===== src/design/tli_pkg.sv =====
// shared widths, payload structs and status codes for the two-line intersection block
`default_nettype none
package tli_pkg;

  // coordinate and result formats
  localparam int unsigned CoordBits   = 16;
  localparam int unsigned InFracBits  = CoordBits / 2;
  localparam int unsigned OutFracBits = 16;
  localparam int unsigned OutBits     = 32;

  // internal widths
  localparam int unsigned DeltaBits = CoordBits + 1;
  localparam int unsigned ProdBits  = 2 * DeltaBits;
  localparam int unsigned DetBits   = ProdBits + 1;
  localparam int unsigned NumBits   = DetBits + DeltaBits + 1;
  localparam int unsigned ShiftBits = OutFracBits - InFracBits;
  localparam int unsigned MagBits   = NumBits + ShiftBits;
  localparam int unsigned RemBits   = DetBits + OutBits;

  // status codes
  localparam logic [1:0] StFound    = 2'd0;
  localparam logic [1:0] StBothVert = 2'd1;
  localparam logic [1:0] StParallel = 2'd2;
  localparam logic [1:0] StSat      = 2'd3;

  typedef struct packed {
    logic signed [CoordBits-1:0] a_x1;
    logic signed [CoordBits-1:0] a_y1;
    logic signed [CoordBits-1:0] a_x2;
    logic signed [CoordBits-1:0] a_y2;
    logic signed [CoordBits-1:0] b_x1;
    logic signed [CoordBits-1:0] b_y1;
    logic signed [CoordBits-1:0] b_x2;
    logic signed [CoordBits-1:0] b_y2;
  } tli_in_t;

  typedef struct packed {
    logic signed [OutBits-1:0] cross_x;
    logic signed [OutBits-1:0] cross_y;
    logic [1:0]                status;
  } tli_out_t;

  // one coordinate inside the divider
  typedef struct packed {
    logic [RemBits-1:0] rem;
    logic [DetBits-1:0] den;
    logic [OutBits-1:0] quo;
    logic               neg;
    logic               sat;
  } tli_div_t;

endpackage
`default_nettype wire


===== src/design/tli_div_step.sv =====
// one restoring division step, retires one quotient bit per stage
`default_nettype none
module tli_div_step #(
  parameter int unsigned BIT = 0
) (
  input  wire               clk_i,
  input  wire               en_i,
  input  tli_pkg::tli_div_t d_i,
  output tli_pkg::tli_div_t q_o
);
  import tli_pkg::*;

  logic [RemBits-1:0] shifted;
  logic [RemBits-1:0] diff;
  logic               take;
  tli_div_t           step_d;
  tli_div_t           step_q;

  // trial subtract of the divisor at this bit weight
  always_comb begin
    shifted = RemBits'(d_i.den) << BIT;
    diff    = d_i.rem - shifted;
    take    = (d_i.rem >= shifted);
    step_d  = d_i;
    if (take) begin
      step_d.rem      = diff;
      step_d.quo[BIT] = 1'b1;
    end
  end

  always_ff @(posedge clk_i) begin
    if (en_i) begin
      step_q <= step_d;
    end
  end

  assign q_o = step_q;

endmodule
`default_nettype wire


===== config.mk =====
export PLATFORM = sky130hd
export DESIGN_NAME = tli_div_step
export DESIGN_NICKNAME = d
export VERILOG_FILES = /design/src/design/tli_pkg.sv /design/src/design/tli_div_step.sv
export SDC_FILE = /design/constraint.sdc
export NUM_CORES = 1
export LEC_CHECK = 0
export BUFFER_PORTS_ARGS = -buffer_cell sky130_fd_sc_hd__buf_2
export CORE_MARGIN = 4
export CORE_UTILIZATION = 52
export CTS_BUF_LIST = sky130_fd_sc_hd__clkbuf_2 sky130_fd_sc_hd__clkbuf_4 sky130_fd_sc_hd__clkbuf_8
export CTS_CLUSTER_DIAMETER = 50
export CTS_CLUSTER_SIZE = 40
export DETAILED_ROUTE_END_ITERATION = 12
export HOLD_SLACK_MARGIN = 0.02
export PLACE_DENSITY = 0.84
export SETUP_SLACK_MARGIN = 0.05
export SYNTH_ARGS = -nofsm -noshare
export SYNTH_HDL_FRONTEND = slang
export SYNTH_SLANG_ARGS = --single-unit

===== constraint.sdc =====
create_clock -name clk_i -period 4.75 [get_ports clk_i]
set_clock_uncertainty 0.05 [all_clocks]
set_input_delay 0.7125 -clock clk_i [delete_from_list [all_inputs] [get_ports clk_i]]
set_output_delay 0.7125 -clock clk_i [all_outputs]
set_load 0.02 [all_outputs]

==> metrics.md <==
| Metric | Value |
|---|---|
| First DRT Iteration DRCs | 480 |
| CP max stage delay | between 0.5 and 0.6 ns |
| GRT overflow | 0 |
| Peak Freq | approximately 260 MHz |
| Worst path required time | 4.90 ns |
| GPL Wtd Cong | 0.909 |
| Worst IR Drop VDD | ~140 uV |
| Period minus WS final | 3.80 ns |
| MaxCap Viol Count | 0 |
| Vias | between 6000 and 7000 |
| Hold slack | 0.368 ns |
| Via/cell ratio | between 5 and 6 |
| Area of placed instances | ~0.0090 mm2 |
| Core area | between 0.01 and 0.015 mm2 |
| Htree depth | 4 |
| Setup crit end | q_o[135]$_DFFE_PP_ |
| WL final | around 20000 um |
| Chip Width | 127 um |
| Vias in the first global route | roughly 6100 |
| Chip height | around 130 um |
| Net switching power figure | roughly 1.0 mW |
| Fin Setup TNS | 0 ns |
| Number of I/O port buffers | 273 |
| Crit path top cell by count | inv_1 |
| Slew HR | 32.9% |
| Sequential share of power | 47.1% |
| PwrDens | roughly 340 mW/mm2 |
| Clock Sinks | approximately 140 |
| CP endpoint kind | register |
| Post-Syn Area | roughly 0.0074 mm2 |
| Met1 Use GR | around 30% |
| Post-route DRC violation count | 0 |
| Row count | 43 |
| Comb power frac | 23.7% |
| Largest net degree at the start of global routing | approximately 110 |
| Leakage | 4.01 nW |
| Endpoints failing hold | 0 |
| Worst-path fanout max | 8 |
| Fin nets | between 1000 and 1500 |
| Status | finished, final reports clean |
| Layout Cells excl Fill | between 1000 and 1500 |
| CP Launch Type | input port |
| Worst hold path class | input port to register |
| Internal Power | 2.13 mW |
| DRT antenna net count | 0 |
| Post-route cell area | between 0.009 and 0.01 mm2 |
| Top FF cell, synth | edfxtp_1 |
| Setup Viol. Count Final | 0 |
| Area grow syn2layout | 25.9% |
| Post-Syn Instances | 660 |
| Clock buffer depth | 2 |
| Crit path launch | d_i[69] |
| CTS tree | yes |
| Worst path slowest cell | or3_1 |
| Worst slack at placement | slightly below 0.5 ns |
| Hpwl dp | approximately 16000 um |
| Initial antenna violation count | 2 |
| Clock power share | between 20% and 30% |
| Final worst-path cycle share | between 80% and 90% |
| Met2 usage | about two fifths |
| Yosys warns | 0 |
| Post-CTS Setup Inserts | 0 |
| Inst Count DP | 1091 |
| CTS clk-pin slew, worst paths | 0.09 ns |
| Post-Syn Nets | ~830 |
| Overall power | 3.18 mW |
| Mapped Avg Cell Area | approximately 11 um2 |
| CTS Buf Count | 17 |
| Die area | 0.0163 mm2 |
| First-pass GRT wire length | around 30000 um |
| Sw frac | 33.0% |
| Detailed Routing Iterations Pass 1 | 5 |
| Post-synthesis sequential area ratio | between 50% and 60% |
| Post-synthesis register bit count | 136 |
| DR WL/cell | about 18 um |
| Post-CTS Hold Buffers | 0 |
| Final Max Tran Viols | 0 |
| Worst Setup Slack, final | between 0.9 and 1 ns |
| Number of flip-flops in the largest register | approximately 140 |
| Utilization after layout | between 60% and 70% |
| Total track usage | between 20% and 30% |
| Met3 usage | between 5 and 6% |
| CP cell instances | buf_2 > inv_1 > ha_1 > inv_1 > fa_1 > a21o_1 > a221oi_2 > nor3_1 > or4_4 > a31oi_4 > o32ai_1 > or3_1 > nor4_2 > xor2_1 |
| GRT Max-Usage Layer | met2 |
| Initial core utilization | 53.3% |
| CP Data Arrival Time | a little under 4 ns |
| Slew @ Worst Pin | slightly above 1 ns |
| Ys async rst share | 0% |
| Number of I/O pins | between 200 and 300 |
| Post-synth EDFFs | 136 |
| CTS resizes | 0 |
| Critical path class | input port to register |
| Root Buffer Master | clkbuf_8 |
| Ratio of cells with drive above 1 in the final layout | 35.4% |
| Unique masters post-synth | 60 |
| Unrepaired setup endpoints after global routing | false |
[layout make-up]
| class | instances | area (um2) |
|---|---|---|
| tap | 180 | 225 |
| timing repair buffer | 278 | 1410 |
| inverter | 44 | 165 |
| antenna | 2 | 5.00 |
| fill | 1088 | 4590 |
| clock inverter | 15 | 149 |
| clock buffer | 17 | 234 |
| sequential | 136 | 4080 |
| multi-input combinational | 453 | 3070 |
[power groups by stage]
stage,combinational (mW),sequential [mW],clock (mW)
final,0.755,1.50,0.926
after global routing,0.815,1.51,0.994
after CTS,0.753,1.50,0.943
after detailed placement,0.748,1.53,0
after global placement,0.736,1.52,0
after floorplan,0.292,1.69,0
[cell usage in the layout (no fill, tap or decap), types with 14 or more instances in the layout]
cell / instances
xor2_1: 41
inv_1: 44
nor3_1: 14
nand4_1: 17
ha_1: 35
edfxtp_1: 136
o21ai_0: 47
nand2_1: 66
a21oi_1: 37
nor2_1: 41
clkbuf_8: 17
xnor2_1: 24
buf_2: 272
a21o_1: 16
[Yosys cell counts, types with 6 or more instances]
cell type	number	share of area [%]
nor3_1	14	0.94
edfxtp_1	136	55
buf_2	6	0.40
a21o_1	16	1.6
nor4_2	8	1.3
inv_1	44	2.2
ha_1	35	5.9
nand2_1	66	3.3
nor4_1	9	0.76
nand3_1	7	0.47
nor2_1	41	2.1
xor2_1	41	4.8
xnor2_1	24	2.8
o21ai_0	47	3.2
or3_1	9	0.76
nand2b_1	7	0.59
clkbuf_1	21	1.1
a21oi_1	37	2.5
nand4_1	17	1.4
or4_1	7	0.71
[critical path: cells and delay by family]
kind            cells  cell delay [ns]
compound gates      4             1.04
xor+xnor            1             0.11
fa+ha+maj           2             0.55
buf+inv             3             0.23
simple gates        4             1.33
[how the worst min path moves through the flow]
stage,startpoint,end,depth (start not counted)
2_1_floorplan,d_i[0],q_o[0]$_DFFE_PP_,0
3_3_place_gp,d_i[24],q_o[24]$_DFFE_PP_,1
3_5_place_dp,d_i[26],q_o[26]$_DFFE_PP_,1
4_1_cts,d_i[26],q_o[26]$_DFFE_PP_,1
5_1_grt,d_i[25],q_o[25]$_DFFE_PP_,1
6_report,d_i[26],q_o[26]$_DFFE_PP_,1
[cell families (layout without fill, tap and decap cells)]
group / Yosys count / after routing / share of synthesized area [%]
mux: 3 / 3 / 0.438
fa+ha+maj: 36 / 36 / 6.17
xor+xnor: 65 / 65 / 7.67
compound gates: 137 / 137 / 11.9
other cells: 0 / 2 / 0
buf+inv: 71 / 354 / 3.69
simple gates: 212 / 212 / 15.1
flops: 136 / 136 / 55.0
[layer usage]
layer,part of all wire [%],routed length (um)
met2,51,10100
met3,7.2,1450
met1,39,7920
met4,2.7,549
met5,0,0
(Power assumes the default switching activity.)
